==> src/hw/rtl/drb_pkg.sv <==
// shared types, codes and helpers for the discovery retry backoff controller
`timescale 1ns / 1ps

package drb_pkg;

   localparam int TIME_BITS = 32;

   localparam logic [31:0] BASE_BACKOFF_RESET  = 32'd1000;
   localparam logic [31:0] MAX_BACKOFF_RESET   = 32'd30000;
   localparam logic [7:0]  MAX_ATTEMPTS_RESET  = 8'd5;
   localparam logic [15:0] DEFAULT_PORT_RESET  = 16'd8080;
   localparam logic [7:0]  ATTEMPTS_MAX        = 8'd255;

   typedef enum logic [2:0] {
      ST_IDLE      = 3'd0,
      ST_BROWSING  = 3'd1,
      ST_RESOLVING = 3'd2,
      ST_BACKOFF   = 3'd3,
      ST_FOUND     = 3'd4,
      ST_FAILED    = 3'd5
   } state_type;

   typedef enum logic [1:0] {
      FUNC_TICK  = 2'd0,
      FUNC_BEGIN = 2'd1,
      FUNC_RESET = 2'd2,
      FUNC_NONE  = 2'd3
   } func_type;

   typedef enum logic [1:0] {
      CSR_BASE_BACKOFF = 2'd0,
      CSR_MAX_BACKOFF  = 2'd1,
      CSR_MAX_ATTEMPTS = 2'd2,
      CSR_DEFAULT_PORT = 2'd3
   } csr_index_type;

   typedef logic [TIME_BITS-1:0] time_type;

   typedef struct packed {
      logic [1:0]  func;
      logic [31:0] now_ms;
      logic        link_up;
      logic        responder_ok;
      logic [31:0] answer_ip;
      logic [15:0] answer_port;
   } req_type;

   typedef struct packed {
      logic [2:0]  run_state;
      logic [7:0]  attempt_count;
      logic [31:0] endpoint_ip;
      logic [15:0] endpoint_port;
      logic        port_from_service;
      logic [31:0] next_try_ms;
   } rsp_type;

   typedef struct packed {
      logic [31:0] base_backoff_ms;
      logic [31:0] max_backoff_ms;
      logic [7:0]  max_attempts;
      logic [15:0] default_port;
   } cfg_type;

   typedef struct packed {
      state_type   state;
      logic [7:0]  attempts;
      time_type    retry_time;
      logic [31:0] found_ip;
      logic [15:0] found_port;
      logic        from_service;
   } ctx_type;

   // min(base << n, cap) without wrap
   function automatic logic [31:0] backoff_delay(input logic [31:0] base,
                                                 input logic [31:0] cap,
                                                 input logic [7:0]  n);
      logic [63:0] shifted;
      logic [31:0] result;
      shifted = {32'd0, base} << n[4:0];
      if (base == 32'd0) begin
         result = 32'd0;
      end else if (n[7:5] != 3'd0) begin
         result = cap;
      end else if (shifted > {32'd0, cap}) begin
         result = cap;
      end else begin
         result = shifted[31:0];
      end
      return result;
   endfunction

endpackage

==> src/hw/rtl/drb_step.sv <==
// next run context for one event
`timescale 1ns / 1ps

module drb_step (
   input  drb_pkg::ctx_type ctx,
   input  drb_pkg::cfg_type cfg,
   input  drb_pkg::req_type req,
   output drb_pkg::ctx_type ctx_next
);

   drb_pkg::time_type now;
   drb_pkg::time_type since_retry;
   drb_pkg::time_type delay;
   logic [7:0]        att_inc;
   logic              give_up;
   logic              is_tick;
   logic              in_query;
   logic              query_live;
   logic              ev_fail;
   logic              ev_take_svc;
   logic              ev_take_host;
   logic              ev_to_resolve;
   logic              ev_backoff_done;

   assign now         = drb_pkg::TIME_BITS'(req.now_ms);
   assign since_retry = now - ctx.retry_time;
   assign att_inc     = (ctx.attempts == drb_pkg::ATTEMPTS_MAX) ? ctx.attempts
                                                               : ctx.attempts + 8'd1;
   assign give_up     = (att_inc >= cfg.max_attempts);
   assign delay       = drb_pkg::TIME_BITS'(drb_pkg::backoff_delay(
                           cfg.base_backoff_ms, cfg.max_backoff_ms, att_inc));

   // event decode
   always_comb begin
      is_tick    = (drb_pkg::func_type'(req.func) == drb_pkg::FUNC_TICK);
      in_query   = (ctx.state == drb_pkg::ST_BROWSING) ||
                   (ctx.state == drb_pkg::ST_RESOLVING);
      query_live = is_tick && in_query && req.link_up;
      ev_take_svc   = query_live && req.responder_ok &&
                      (ctx.state == drb_pkg::ST_BROWSING) &&
                      (req.answer_ip != 32'd0) && (req.answer_port != 16'd0);
      ev_to_resolve = query_live && req.responder_ok &&
                      (ctx.state == drb_pkg::ST_BROWSING) && !ev_take_svc;
      ev_take_host  = query_live && req.responder_ok &&
                      (ctx.state == drb_pkg::ST_RESOLVING) &&
                      (req.answer_ip != 32'd0);
      ev_fail       = query_live && (!req.responder_ok ||
                      ((ctx.state == drb_pkg::ST_RESOLVING) &&
                       (req.answer_ip == 32'd0)));
      ev_backoff_done = is_tick && (ctx.state == drb_pkg::ST_BACKOFF) &&
                        !since_retry[drb_pkg::TIME_BITS-1];
   end

   // next state and run data
   always_comb begin
      ctx_next.state = ctx.state;
      unique case (drb_pkg::func_type'(req.func))
         drb_pkg::FUNC_BEGIN: begin
            ctx_next.state = drb_pkg::ST_BROWSING;
         end
         drb_pkg::FUNC_RESET: begin
            ctx_next.state = drb_pkg::ST_IDLE;
         end
         drb_pkg::FUNC_TICK: begin
            priority if (ev_take_svc || ev_take_host) begin
               ctx_next.state = drb_pkg::ST_FOUND;
            end else if (ev_to_resolve) begin
               ctx_next.state = drb_pkg::ST_RESOLVING;
            end else if (ev_fail) begin
               ctx_next.state = give_up ? drb_pkg::ST_FAILED : drb_pkg::ST_BACKOFF;
            end else if (ev_backoff_done) begin
               ctx_next.state = drb_pkg::ST_BROWSING;
            end else begin
               ctx_next.state = ctx.state;
            end
         end
         default: begin
            ctx_next.state = ctx.state;
         end
      endcase

      ctx_next.attempts     = ctx.attempts;
      ctx_next.retry_time   = ctx.retry_time;
      ctx_next.found_ip     = ctx.found_ip;
      ctx_next.found_port   = ctx.found_port;
      ctx_next.from_service = ctx.from_service;
      unique case (drb_pkg::func_type'(req.func))
         drb_pkg::FUNC_BEGIN, drb_pkg::FUNC_RESET: begin
            ctx_next.attempts     = 8'd0;
            ctx_next.found_ip     = 32'd0;
            ctx_next.found_port   = 16'd0;
            ctx_next.from_service = 1'b0;
            ctx_next.retry_time   = (drb_pkg::func_type'(req.func) == drb_pkg::FUNC_BEGIN)
                                    ? now : '0;
         end
         drb_pkg::FUNC_TICK: begin
            if (ev_take_svc) begin
               ctx_next.found_ip     = req.answer_ip;
               ctx_next.found_port   = req.answer_port;
               ctx_next.from_service = 1'b1;
            end
            if (ev_take_host) begin
               ctx_next.found_ip     = req.answer_ip;
               ctx_next.found_port   = cfg.default_port;
               ctx_next.from_service = 1'b0;
            end
            if (ev_fail) begin
               ctx_next.attempts = att_inc;
               if (!give_up) begin
                  ctx_next.retry_time = now + delay;
               end
            end
         end
         default: begin
            ctx_next.attempts = ctx.attempts;
         end
      endcase
   end

endmodule

==> src/hw/rtl/discovery_retry_backoff_fsm_top.sv <==
// discovery controller with bounded retries and exponential backoff, top level
`timescale 1ns / 1ps

// One event is taken per clock cycle when not stalled, and its result is registered;
// the whole update is a single pass from the event and the stored run context into
// the context and result registers. A new event is taken while the previous result
// still waits, as long as the result register is free or being emptied in the same
// cycle. Configuration writes take effect on the following event.

module discovery_retry_backoff_fsm_top (
   input  logic             clock,
   input  logic             reset,
   input  logic             req_valid,
   output logic             req_ready,
   input  drb_pkg::req_type req_data,
   output logic             rsp_valid,
   input  logic             rsp_ready,
   output drb_pkg::rsp_type rsp_data,
   input  logic             csr_we,
   input  logic [1:0]       csr_index,
   input  logic [31:0]      csr_wdata
);

   drb_pkg::cfg_type cfg_ff;
   drb_pkg::ctx_type ctx_ff;
   drb_pkg::ctx_type ctx_in;
   drb_pkg::rsp_type rsp_data_ff;
   drb_pkg::rsp_type rsp_data_in;
   logic             rsp_valid_ff;
   logic             req_fire;

   assign req_ready = !rsp_valid_ff || rsp_ready;
   assign req_fire  = req_valid && req_ready;
   assign rsp_valid = rsp_valid_ff;
   assign rsp_data  = rsp_data_ff;

   drb_step u_step (
      .ctx      (ctx_ff),
      .cfg      (cfg_ff),
      .req      (req_data),
      .ctx_next (ctx_in)
   );

   always_comb begin
      rsp_data_in.run_state         = ctx_in.state;
      rsp_data_in.attempt_count     = ctx_in.attempts;
      rsp_data_in.endpoint_ip       = ctx_in.found_ip;
      rsp_data_in.endpoint_port     = ctx_in.found_port;
      rsp_data_in.port_from_service = ctx_in.from_service;
      rsp_data_in.next_try_ms       = 32'(ctx_in.retry_time);
   end

   // config registers
   always_ff @(posedge clock) begin
      if (reset) begin
         cfg_ff.base_backoff_ms <= drb_pkg::BASE_BACKOFF_RESET;
         cfg_ff.max_backoff_ms  <= drb_pkg::MAX_BACKOFF_RESET;
         cfg_ff.max_attempts    <= drb_pkg::MAX_ATTEMPTS_RESET;
         cfg_ff.default_port    <= drb_pkg::DEFAULT_PORT_RESET;
      end else if (csr_we) begin
         unique case (drb_pkg::csr_index_type'(csr_index))
            drb_pkg::CSR_BASE_BACKOFF: cfg_ff.base_backoff_ms <= csr_wdata;
            drb_pkg::CSR_MAX_BACKOFF:  cfg_ff.max_backoff_ms  <= csr_wdata;
            drb_pkg::CSR_MAX_ATTEMPTS: cfg_ff.max_attempts    <= csr_wdata[7:0];
            drb_pkg::CSR_DEFAULT_PORT: cfg_ff.default_port    <= csr_wdata[15:0];
            default:                   cfg_ff.default_port    <= cfg_ff.default_port;
         endcase
      end
   end

   // run context
   always_ff @(posedge clock) begin
      if (reset) begin
         ctx_ff.state        <= drb_pkg::ST_IDLE;
         ctx_ff.attempts     <= 8'd0;
         ctx_ff.retry_time   <= '0;
         ctx_ff.found_ip     <= 32'd0;
         ctx_ff.found_port   <= 16'd0;
         ctx_ff.from_service <= 1'b0;
      end else if (req_fire) begin
         ctx_ff <= ctx_in;
      end
   end

   // result register
   always_ff @(posedge clock) begin
      if (reset) begin
         rsp_valid_ff <= 1'b0;
      end else if (req_fire) begin
         rsp_valid_ff <= 1'b1;
      end else if (rsp_ready) begin
         rsp_valid_ff <= 1'b0;
      end
   end

   always_ff @(posedge clock) begin
      if (req_fire) begin
         rsp_data_ff <= rsp_data_in;
      end
   end

   // a found run always holds a real address
   a_found_has_ip: assert property (@(posedge clock) disable iff (reset)
      ctx_ff.state == drb_pkg::ST_FOUND |-> ctx_ff.found_ip != 32'd0)
      else $error("found state without endpoint address");

   // the endpoint is only held while found
   a_endpoint_clear: assert property (@(posedge clock) disable iff (reset)
      ctx_ff.state != drb_pkg::ST_FOUND |->
         ctx_ff.found_ip == 32'd0 && ctx_ff.found_port == 16'd0 && !ctx_ff.from_service)
      else $error("endpoint held outside found state");

   // attempts only drop on begin or reset
   a_attempts_monotonic: assert property (@(posedge clock) disable iff (reset)
      !(req_fire && (req_data.func == drb_pkg::FUNC_BEGIN ||
                     req_data.func == drb_pkg::FUNC_RESET))
      |=> ctx_ff.attempts >= $past(ctx_ff.attempts))
      else $error("attempt count dropped on a tick");

   // every transfer in yields a pending result matching the context
   a_result_follows: assert property (@(posedge clock) disable iff (reset)
      req_fire |=> rsp_valid_ff && rsp_data_ff.run_state == ctx_ff.state &&
                   rsp_data_ff.attempt_count == ctx_ff.attempts)
      else $error("result does not match run context");

endmodule
==> config.mk <==
export PLATFORM = sky130hd
export DESIGN_NAME = discovery_retry_backoff_fsm_top
export DESIGN_NICKNAME = d
export VERILOG_FILES = /design/src/hw/rtl/drb_pkg.sv /design/src/hw/rtl/drb_step.sv /design/src/hw/rtl/discovery_retry_backoff_fsm_top.sv
export SDC_FILE = /design/constraint.sdc
export NUM_CORES = 1
export LEC_CHECK = 0
export BUFFER_PORTS_ARGS = -buffer_cell sky130_fd_sc_hd__buf_2
export CAP_MARGIN = 15
export CELL_PAD_IN_SITES_DETAIL_PLACEMENT = 2
export CELL_PAD_IN_SITES_GLOBAL_PLACEMENT = 2
export CORE_UTILIZATION = 30
export DETAILED_ROUTE_END_ITERATION = 10
export GPL_TIMING_DRIVEN = 0
export PLACE_DENSITY = 0.68
export RECOVER_POWER = 100
export SETUP_SLACK_MARGIN = 0.15
export SKIP_LAST_GASP = 1
export SLEW_MARGIN = 20
export SYNTH_ARGS = -nofsm -noshare
export SYNTH_HDL_FRONTEND = slang
export SYNTH_SLANG_ARGS = --single-unit
==> constraint.sdc <==
create_clock -name clock -period 10.75 [get_ports clock]
set_clock_uncertainty 0.05 [all_clocks]
set_input_delay 1.6125 -clock clock [delete_from_list [all_inputs] [get_ports clock]]
set_output_delay 1.6125 -clock clock [all_outputs]
set_load 0.005 [all_outputs]
-- Word level (Yosys, flattened, before mapping)
Index checks and enable logic that the tools add are counted.
- register bits after elaboration: 273
- input bits: 123
- $add $sub $neg: 3
- $lt $le $gt $ge: 2
- equality and inequality tests: 9
- shift operators: 1
- mux-type cells: 19
- reduce and logical (&&, ||, !) cells: 35
- operators by type and width (operator ; count):
    81-bit one-hot mux with 2 select lines ; 1
    32-bit 2-to-1 mux ; 5
    49-bit 2-to-1 mux ; 2
    64-bit by 32-bit greater-than comparator with 1-bit output ; 1
    32-bit logical NOT ; 2
    32-bit by 5-bit << shifter with 64-bit output ; 1
    40-bit 2-to-1 mux ; 1
    32-bit adder ; 1
    32-bit nonzero test ; 1
    32-bit subtractor ; 1
    8-bit one-hot mux with 2 select lines ; 1
    16-bit nonzero test ; 1
    3-bit 2-to-1 mux ; 5
    1-bit logical AND ; 14
    3-bit one-hot mux with 3 select lines ; 1
    8-bit by 1-bit adder with 8-bit output, second input constant ; 1
    8-bit == test, second input constant ; 1
    8-bit greater-or-equal comparator ; 1
    8-bit 2-to-1 mux ; 1
    2-bit AND reduction ; 4
    2-bit == test, second input constant ; 3
    3-bit by 2-bit == test with 1-bit output, second input constant ; 2
    2-bit by 1-bit == test with 1-bit output, second input constant ; 2
    1-bit logical NOT ; 4
    7 further kinds ; 12

-- Depth between registers and ports, before layout
Gate-level depths: netlist of run 1.
- depth after elaboration: 13
- gate-level depth with buffers: 40
- gate-level depth less buffers: 36

-- By module
Synthesis of run 1 repeated with hierarchy kept, for this count alone.
- cells, all modules: 2254
- area, all modules: 18644.1 um2
- modules (own cells, without submodules) (module ; times used ; cells each ; area an instance (um2) ; seq. area each (um2)):
    discovery_retry_backoff_fsm_top ; 1 ; 890 ; 9785.6 ; 6386.1
    drb_step ; 1 ; 1364 ; 8858.5 ; 0.0

-- Worst setup path before layout of run 1
Ideal clock, no wire load.
- path type: flip-flop to flip-flop
- start: register ctx_ff[82] in the netlist's numbering
- end: register rsp_data_ff, in the netlist rsp_data[30], data pin
- library setup time: 260 ps
- data arrival time: 7429 ps
- data required time: 10440 ps
- setup slack: 3011 ps
- cell stages (with the launch flop): 38
- path buffers: 6
- cells stage by stage: dfxtp_1 > ha_1 > clkbuf_1 > a21boi_1 > nor2_1 > inv_2 > buf_1 > clkbuf_1 > buf_2 > nor2_1 > o311ai_0 > o21ai_0 > ha_1 > nand4_1 > or2_2 > nor4_1 > o31a_1 > o21ai_0 > [... 2 more ...] > buf_2 > buf_2 > a22oi_1 > nor2_1 > ha_1 > inv_1 > fa_1 > nor2b_1 > o21ai_0 > a21boi_0 > nor3_1 > o21ai_0 > a311oi_1 > nor3_1 > or2_2 > mux2i_1 > a211o_1 > mux2_2
- RTL lines (what ; RTL line ; source):
    from (decl) ; discovery_retry_backoff_fsm_top.sv:25 ; drb_pkg::ctx_type ctx_ff;
    from (signal assigned) ; discovery_retry_backoff_fsm_top.sv:81 ; ctx_ff <= ctx_in;
    to (signal assigned) ; discovery_retry_backoff_fsm_top.sv:98 ; rsp_data_ff <= rsp_data_in;
    to (decl) ; discovery_retry_backoff_fsm_top.sv:27 ; drb_pkg::rsp_type rsp_data_ff;

==> flow_summary.ini, run 1 <==
[timing]
period_needed_ns = 10.12
setup_tns_ns = 0
worst_hold_slack_ns = 0.4083
worst-slew-pin-transition_ns = 2.805
maxSlewHeadroom_pct = -86.99
rsz0062_at_grt = no
final_hold_viol_count = 0
fmaxAchievable_mhz = 98.79
drv_slew = 88
timing.final.setup_violations = 0
timing.final.ws_setup_ns = 0.6276
final.period_utilization_pct = 94.16

[drt]
routed_via_density = 5.583
drt-pass1-iter-count = 5
post-route-drc-count = 0
routed_wl_um = 82640
antenna_violating_nets_post_route = 0
routed_wire_length_per_instance_um = 25.38
dr_total_vias = 18178
initialDrtViolationCount = 805

[job]
timing.max_cap.violations = 2

[clock_network]
tritoncts_num_sinks = 273
clk_pin_slew_worst_paths_ns = 0.06
cts_tree = done
clk_root_buffer_cell = clkbuf_16
numCtsBuffers = 35
ctsHtreeMaxLevel = 2
cts_repair_resize_count = 6
cts_hold_buffers = 0
clock_latency_ns = 0.57
cts_setup_buffers = 0
cts.path.max_buffers = 3

[synthesis]
synth_fp_nets = 2437
synthFlopType = dfxtp_1
parity_gate_share_of_the_synthesized_area_counting_xor_and_xnor_cells_pct = 1.024
post_synth_fa_ha_maj_area_fraction_pct = 7.506
yosys.area_share.simple_pct = 20.00
synthDistinctLibCells = 78
synth.yosys.warnings = 0
synth-async-reset-ratio_pct = 0
synth_top_family_by_area = compound AO/OA/AOI/OAI gates
ys_seq_elements = 273
syn-cell-area_sq_um = 17600
per_instance_average_area_after_synthesis_sq_um = 7.969
synth_compound_gate_area_share_pct = 24.97
number_of_enable_flip_flop_cells_after_synthesis = 92
synth_sequential_area_ratio_pct = 36.28
post_synth_mux_area_share_pct = 4.670
syn-instance-count = 2209

[place]
post-place-cells = 3190
hpwl_um = 66140
place.gp.congestion = 0.9429
port_buffer_count = 214
place_ws_ns = -0.2941

[global_route]
gr-total-overflow = 0
wire_length_of_the_first_global_routing_pass_um = 123700
gr-usage-all-layers_pct = 27.36
initial_antenna_violation_count = 2
maximum_number_of_pins_on_one_net_before_global_route_repair = 44
via_count_of_the_first_global_routing_pass = 19529

[die]
core_area_sq_um = 57810
io_pins = 217
die_height_um = 244.2
core.rowCount = 88
die_area_sq_um = 59650
initial_core_utilization_pct = 30.45
die_width_um = 244.2

[power_and_ir_drop]
power.internal_mw = 2.010
switching_power_as_a_share_of_total_power_pct = 32.37
pwr_density_cell_nw_per_um2 = 143.3
clkPwrFrac_pct = 39.0
power.sequential.fraction_pct = 38.2
power.combinational.fraction_pct = 22.8
total_switching_power_mw = 0.9622
ir_worst_vdd_v = 0.00008043
leakagePower_nw = 8.094

[setup_path]
cp.required_ns = 11.02
wp_data_arrival_ns = 10.39
cpMaxStageDelayCell = nor4b_1
critical_path.most_common_cell = buf_2
critical_path_class = flop to flop
timing.critical_path.fanout_max = 10
cp-start-kind = flop
end_kind = flop
cpPeakStageDelay_ns = 0.92

[cells_and_area]
area.growth.synth_to_final_pct = 17.81
layout.filler_cells = 6765
postLayoutCoreUtil_pct = 35.88
final_cells = 3256
final_nets = 2690
layout_cells_sized_above_1_pct = 11.78

[run_status]
run_status = complete, but fails checks
failed_checks = max-capacitance violations, max-slew violations

[min_path]
hp-class = flop to flop
[final timing paths]
| path | slack, ns | cells past startpoint | start | to |
|---|---|---|---|---|
| worst max-delay path | 0.63 | 33 | ctx_ff[82]$_SDFFE_PP0P_ | rsp_data[31]$_DFFE_PP_ |
| worst min-delay path | 0.41 | 2 | ctx_ff[34]$_SDFFE_PP0P_ | ctx_ff[34]$_SDFFE_PP0P_ |
| worst max register to register | 0.63 | 33 | ctx_ff[82]$_SDFFE_PP0P_ | rsp_data[31]$_DFFE_PP_ |
| worst min register to register | 0.41 | 2 | ctx_ff[34]$_SDFFE_PP0P_ | ctx_ff[34]$_SDFFE_PP0P_ |
[power groups by stage]
stage	clock network, mW	registers [mW]	logic [mW]
finish	1.16	1.14	0.678
global route	1.23	1.14	0.746
CTS	1.19	1.13	0.681
detailed placement	0	1.16	0.675
global placement	0	1.16	0.648
floorplan	0	1.15	0.421
[critical path, delay by kind of cell, from the launching register on]
family,cells,cell delay [ns]
and+or+nand+nor,13,3.75
AOI/OAI and AO/OA,12,3.48
buffers and inverters,4,0.96
adders and majority gates,3,0.76
xor gates and xnor gates,1,0.45
DFF,1,0.36
[state kept, by name (all words and copies together) (netlist names)]
register	cells
rsp_data	92
rsp_valid	1
ctx_ff	92
cfg_ff	88
[Yosys cell counts (26+ instances only)]
cell      instances  share of area (%)
nand2_1         450                9.6
clkbuf_1        117                2.5
o21ai_0         134                3.8
nor2_1          149                3.2
ha_1            104                7.4
inv_1            92                2.0
dfxtp_1         181                 21
nor3_1           42                1.2
nand3_1          37                1.1
a21o_1           44                1.9
edfxtp_1         92                 16
mux2i_1          54                3.1
a22o_1           62                3.1
nor4_1           26               0.92
a21oi_1         224                6.4
a211oi_1         41                1.7
[through the flow]
| step | cell area, sq um | power, mW |
|---|---|---|
| after floorplan | 17600 | 1.570 |
| after global placement | 19630 | 1.805 |
| after detailed placement | 19700 | 1.831 |
| after CTS | 20820 | 3.004 |
| after global routing | 20740 | 3.114 |
| final | 20740 | 2.973 |
[layer usage]
metal	GRT usage [%]	wire length, um
met1	34.41	36610
met2	46.87	39610
met3	3.512	2857
met4	11.54	3563
met5	0	0
[layout make-up]
| cell class | count | area [sq um] | share of cell area, % |
|---|---|---|---|
| Multi-Input combinational cell | 1688 | 10290 | 49.63 |
| Sequential cell | 273 | 6386 | 30.79 |
| Timing Repair Buffer | 216 | 1011 | 4.875 |
| Clock buffer | 51 | 975.9 | 4.706 |
| Tap cell | 765 | 957.2 | 4.615 |
| Buffer | 151 | 618.1 | 2.980 |
| Inverter | 97 | 364.1 | 1.756 |
| Clock inverter | 12 | 126.4 | 0.6094 |
| Antenna cell | 3 | 7.507 | 0.03620 |
[placed cells by master, fill, tap and decap left out, types with 6 or more instances in the layout]
master     Yosys  final
nand4_1       20     20
dfxtp_1      181    181
nor2_1       149    148
clkbuf_16      0     35
and3_1         8      8
edfxtp_1      92     92
a32oi_1       13     12
o31ai_1        7      6
nand3b_1      25     25
o211ai_1      21     21
nor3_1        42     41
a22o_1        62     62
buf_1          6      6
clkbuf_1     117    181
xor2_1        10     10
nand2b_1       7      7
mux2i_1       54     53
nor2b_1        8      8
nand2_1      450    450
nor4_1        26     26
a211oi_1      41     41
a21oi_1      224    223
nand3_1       37     37
xnor2_1        8      7
a21o_1        44     44
a22oi_1       17     17
mux2_2        17     16
buf_2         25    183
ha_1         104    104
o21ai_0      134    132
o22ai_1       13     13
o32ai_1       20     20
a31oi_1       12     12
clkbuf_2       0      6
nor4b_1        6      6
o21a_1        17     17
or2_2          9      9
inv_1         92     92
[cells by family (layout without fill, tap and decap cells)]
logic type                 after synthesis  count (layout)
and+or+nand+nor                        807             807
muxes                                   75              75
buffers and inverters                  248             527
DFF                                    273             273
AOI/OAI and AO/OA                      682             682
adders and majority gates              105             105
other                                    0               3
xor gates and xnor gates                19              19
Power figures use the tool's default switching activity.
==> inputs of run 2 (changes only) <==
CORE_ASPECT_RATIO = 0.7   (was not set)
==> flow_summary.ini, run 2 (synthesis results as in run 1) <==
[drt]
routed_wire_length_per_instance_um = 27.15
drt-pass1-iter-count = 5
routed_via_density = 5.753
initialDrtViolationCount = 1407
dr_total_vias = 18599
post-route-drc-count = 0
routed_wl_um = 87770
antenna_violating_nets_post_route = 0

[place]
post-place-cells = 3175
hpwl_um = 70650
placed_cell_area_sq_um = 19680
place.gp.congestion = 0.9910
port_buffer_count = 214

[global_route]
maximum_number_of_pins_on_one_net_before_global_route_repair = 46
via_count_of_the_first_global_routing_pass = 19515
gr-total-overflow = 0
gr-usage-all-layers_pct = 28.94
initial_antenna_violation_count = 7
wire_length_of_the_first_global_routing_pass_um = 129600

[clock_network]
clock_latency_ns = 0.64
clk_pin_slew_worst_paths_ns = 0.06
clk_root_buffer_cell = clkbuf_16
cts.path.max_buffers = 3
ctsHtreeMaxLevel = 1
cts_setup_buffers = 0
cts_tree = done
tritoncts_num_sinks = 273
numCtsBuffers = 30

[power_and_ir_drop]
pwr_density_cell_nw_per_um2 = 142.6
leakagePower_nw = 7.989
ir_worst_vdd_v = 0.0001308

[setup_path]
cpPeakStageDelay_ns = 0.53
critical_path.startpoint = ctx_ff[88]$_SDFFE_PP0P_
critPathTopFamily = compound AO/OA/AOI/OAI gates
cp-start-kind = flop
cp.required_ns = 11.03
end_kind = flop
wp_data_arrival_ns = 10.51
cpMaxStageDelayCell = a311oi_1
regToRegStartpoint = ctx_ff[88]$_SDFFE_PP0P_
timing.critical_path.fanout_max = 10
critical_path_class = flop to flop
cp_num_buf_inv = 5

[timing]
rsz0062_at_grt = no
maxSlewHeadroom_pct = -78.22
final.period_utilization_pct = 95.17
timing.final.setup_violations = 0
fmaxAchievable_mhz = 97.74
drv_slew = 88
worst-slew-pin-transition_ns = 2.673
period_needed_ns = 10.23
final_hold_viol_count = 0

[cells_and_area]
most_frequent_standard_cell_in_the_layout_excluding_fill_and_tap_cells = nand2_1
layout.filler_cells = 6650
postLayoutCoreUtil_pct = 36.01
area.growth.synth_to_final_pct = 17.33
layout_cells_sized_above_1_pct = 10.92
layout.cells.most_common_list = nand2_1, a21oi_1, clkbuf_1
final_cells = 3233
final_nets = 2685
final_area_sq_um = 20650

[run_status]
failed_checks = max-capacitance violations, max-slew violations
run_status = complete, but fails checks

[die]
die_height_um = 204.7
die_width_um = 291.5
die_area_sq_um = 59670
core.rowCount = 73
core_area_sq_um = 57360
io_pins = 217
initial_core_utilization_pct = 30.69

[min_path]
hp-class = flop to flop
launch_instance_of_the_worst_min_delay_path = cfg_ff[55]$_SDFFE_PP0P_

[job]
timing.max_cap.violations = 2
==> run 2: cell count changes in the layout (fill, tap and decap cells not counted), sizes merged <==
cell / previous run / this run
buf: 192 / 161
clkbuf: 226 / 247
bufinv: 1 / 4
clkinv: 11 / 10
clkinvlp: 1 / 2
diode: 3 / 2
==> run 2: worst reg2reg max path, delay by kind of cell, from the launching register on <==
kind,cells,cell delay [ns]
compound gates,13,3.78
fa+ha+maj,3,0.83
buf+inv,5,1.17
flops,1,0.48
mux,2,0.44
simple gates,13,3.19
==> run 2: area by class of cell <==
| type | instances | area (sq um) | share of cell area (%) |
|---|---|---|---|
| Inverter | 97 | 364.1 | 1.763 |
| Antenna cell | 2 | 5.005 | 0.02423 |
| Tap cell | 750 | 938.4 | 4.544 |
| Timing Repair Buffer | 216 | 978.4 | 4.737 |
| Buffer | 151 | 626.9 | 3.035 |
| Clock buffer | 41 | 812.0 | 3.932 |
| Sequential cell | 273 | 6386 | 30.92 |
| Clock inverter | 15 | 211.5 | 1.024 |
| Multi-Input combinational cell | 1688 | 10330 | 50.02 |
==> run 2: layer usage <==
layer / wire (um) / global-route usage [%]
met3: 5120 / 4.145
met1: 44130 / 43.54
met5: 18 / 0
met2: 37200 / 43.88
met4: 1308 / 4.737
==> run 2: what timing repair did <==
action | 4_1_cts | 5_1_grt
hold buffers | 0 | 0
gates resized for setup | 14 | 20
endpoints found under the setup margin | 38 | 27
hold endpoints to repair | 0 | 0
pin swaps | 0 | 0
gates cloned | 0 | 0
==> run 2: path summary, 6_finish.rpt <==
path | cells past startpoint | to | slack [ns]
setup / recovery | 36 | rsp_data[30]$_DFFE_PP_ | 0.52
hold reg to reg | 2 | cfg_ff[55]$_SDFFE_PP0P_ | 0.41
setup reg to reg | 36 | rsp_data[30]$_DFFE_PP_ | 0.52
hold / removal | 2 | cfg_ff[55]$_SDFFE_PP0P_ | 0.41
==> run 2: through the flow <==
stage               power [mW]  worst slack (ns)  TNS, ns  hold slack, ns
global placement         1.817           -0.9953   -9.315          0.3917
CTS                      2.966            0.1773        0          0.4135
detailed placement       1.838            -1.135   -12.51          0.4043
finish                   2.945            0.5193        0          0.4101
global route             3.075            0.1072        0          0.4219
floorplan                1.570             3.011        0          0.3840
==> run 2: report_power, final <==
group,switching [mW],internal (mW),total [mW]
Clock,0.489,0.629,1.12
Sequential,0.0290,1.11,1.14
Combinational,0.449,0.242,0.691
==> inputs of run 3 (changes only) <==
CORE_MARGIN = 10   (was not set)
==> flow_summary.ini, run 3 (synthesis results as in run 1) <==
[run_status]
run_status = complete, but fails checks
failed_checks = max-capacitance violations, max-slew violations

[place]
hpwl_um = 71210
placed_cell_area_sq_um = 19700
port_buffer_count = 214
place_ws_ns = -0.7668
place.gp.congestion = 0.9423

[job]
timing.max_cap.violations = 2

[min_path]
hp-class = flop to flop
worst_hold_path.num_cells = 2

[cells_and_area]
final_area_sq_um = 20670
multi_input_area_sq_um = 10360
layout.cells.most_common_list = nand2_1, a21oi_1, clkbuf_1
area.growth.synth_to_final_pct = 17.45
final_nets = 2686
layout_cells_sized_above_1_pct = 10.59
ff_latch_area_sq_um = 6386
most_frequent_standard_cell_in_the_layout_excluding_fill_and_tap_cells = nand2_1
postLayoutCoreUtil_pct = 35.50
layout.filler_cells = 6792

[timing]
fmaxAchievable_mhz = 97.01
setup_tns_ns = 0
timing.final.setup_violations = 0
maxSlewHeadroom_pct = -102.6
drv_slew = 93
timing.final.ws_setup_ns = 0.4414
rsz0062_at_grt = no
period_needed_ns = 10.31
final.period_utilization_pct = 95.89
final_hold_viol_count = 0
worst-slew-pin-transition_ns = 3.039

[clock_network]
tritoncts_num_sinks = 273
clock_latency_ns = 0.60
ctsHtreeMaxLevel = 1
cts_tree = done
cts_hold_buffers = 0
clk_pin_slew_worst_paths_ns = 0.07
cts_setup_buffers = 0
clk_root_buffer_cell = clkbuf_16
numCtsBuffers = 31
cts.path.max_buffers = 3

[global_route]
initial_antenna_violation_count = 5
gr-usage-all-layers_pct = 25.00
wire_length_of_the_first_global_routing_pass_um = 132200
via_count_of_the_first_global_routing_pass = 19787
gr-total-overflow = 0
maximum_number_of_pins_on_one_net_before_global_route_repair = 51

[die]
core_area_sq_um = 58240
core.rowCount = 74
initial_core_utilization_pct = 30.23
die_height_um = 222.7
io_pins = 217
die_area_sq_um = 68920
die_width_um = 309.5

[power_and_ir_drop]
ir_worst_vdd_v = 0.0001284
power_mw = 2.910
pwr_density_cell_nw_per_um2 = 140.8
leakagePower_nw = 7.959

[setup_path]
critical_path_class = flop to flop
cp.required_ns = 11.05
wp_data_arrival_ns = 10.61
cp-start-kind = flop
timing.reg2reg.worst_path_depth = 35
end_kind = flop
cpPeakStageDelay_ns = 0.63
cpMaxStageDelayCell = xnor2_2
timing.critical_path.fanout_max = 10

[drt]
antenna_violating_nets_post_route = 0
routed_wire_length_per_instance_um = 27.31
drt-pass1-iter-count = 6
initialDrtViolationCount = 1485
dr_total_vias = 18548
routed_wl_um = 88600
routed_via_density = 5.718
post-route-drc-count = 0
run 3: metal layers:
metal  part of all wire [%]  track usage, %  vias to the layer above
met2                     44           38.14                      470
li1                       -               -                     8494
met4                    1.3           3.625                        2
met5                  0.014               0                        -
met1                     49           36.71                     9507
met3                    5.7           4.456                       75
run 3: metrics by stage:
step,std cells,hold WS (ns)
floorplan,2209,0.3840
global placement,3183,0.3924
detailed placement,3185,0.4040
CTS,3243,0.4131
global route,3244,0.4311
finish,3244,0.4086
run 3: cell type report:
class	count	share of cell area, %
Multi-Input combinational cell	1688	50.13
Buffer	151	3.026
Sequential cell	273	30.89
Antenna cell	1	0.01210
Timing Repair Buffer	216	4.690
Inverter	97	1.761
Clock inverter	5	0.3510
Clock buffer	53	4.545
Tap cell	760	4.599
run 3: power by group:
group	leakage, nW	switching (mW)	internal, mW
Sequential	2.40	0.0291	1.11
Combinational	5.07	0.450	0.242
Clock	0.491	0.464	0.617
Total	7.96	0.942	1.97
run 3: path summary, 6_finish.rpt:
path                      startpoint                 endpoint  slack, ns
max          ctx_ff[81]$_SDFFE_PP0P_   rsp_data[30]$_DFFE_PP_       0.44
min          ctx_ff[17]$_SDFFE_PP0P_  ctx_ff[17]$_SDFFE_PP0P_       0.41
max reg2reg  ctx_ff[81]$_SDFFE_PP0P_   rsp_data[30]$_DFFE_PP_       0.44
min reg2reg  ctx_ff[17]$_SDFFE_PP0P_  ctx_ff[17]$_SDFFE_PP0P_       0.41
run 3: what timing repair did:
item | CTS | global route
gates resized for setup | 11 | 25
pin swaps | 0 | 0
setup endpoints to repair | 30 | 29
gates cloned | 0 | 0
run 3: worst max-delay path: cells and delay by family (launching register included):
family	cells	cell delay [ns]
buffers and inverters	4	1.16
DFF	1	0.32
muxes	3	0.69
adders and majority gates	4	1.19
xor gates and xnor gates	1	0.63
AOI/OAI and AO/OA	13	3.77
and+or+nand+nor	10	2.23
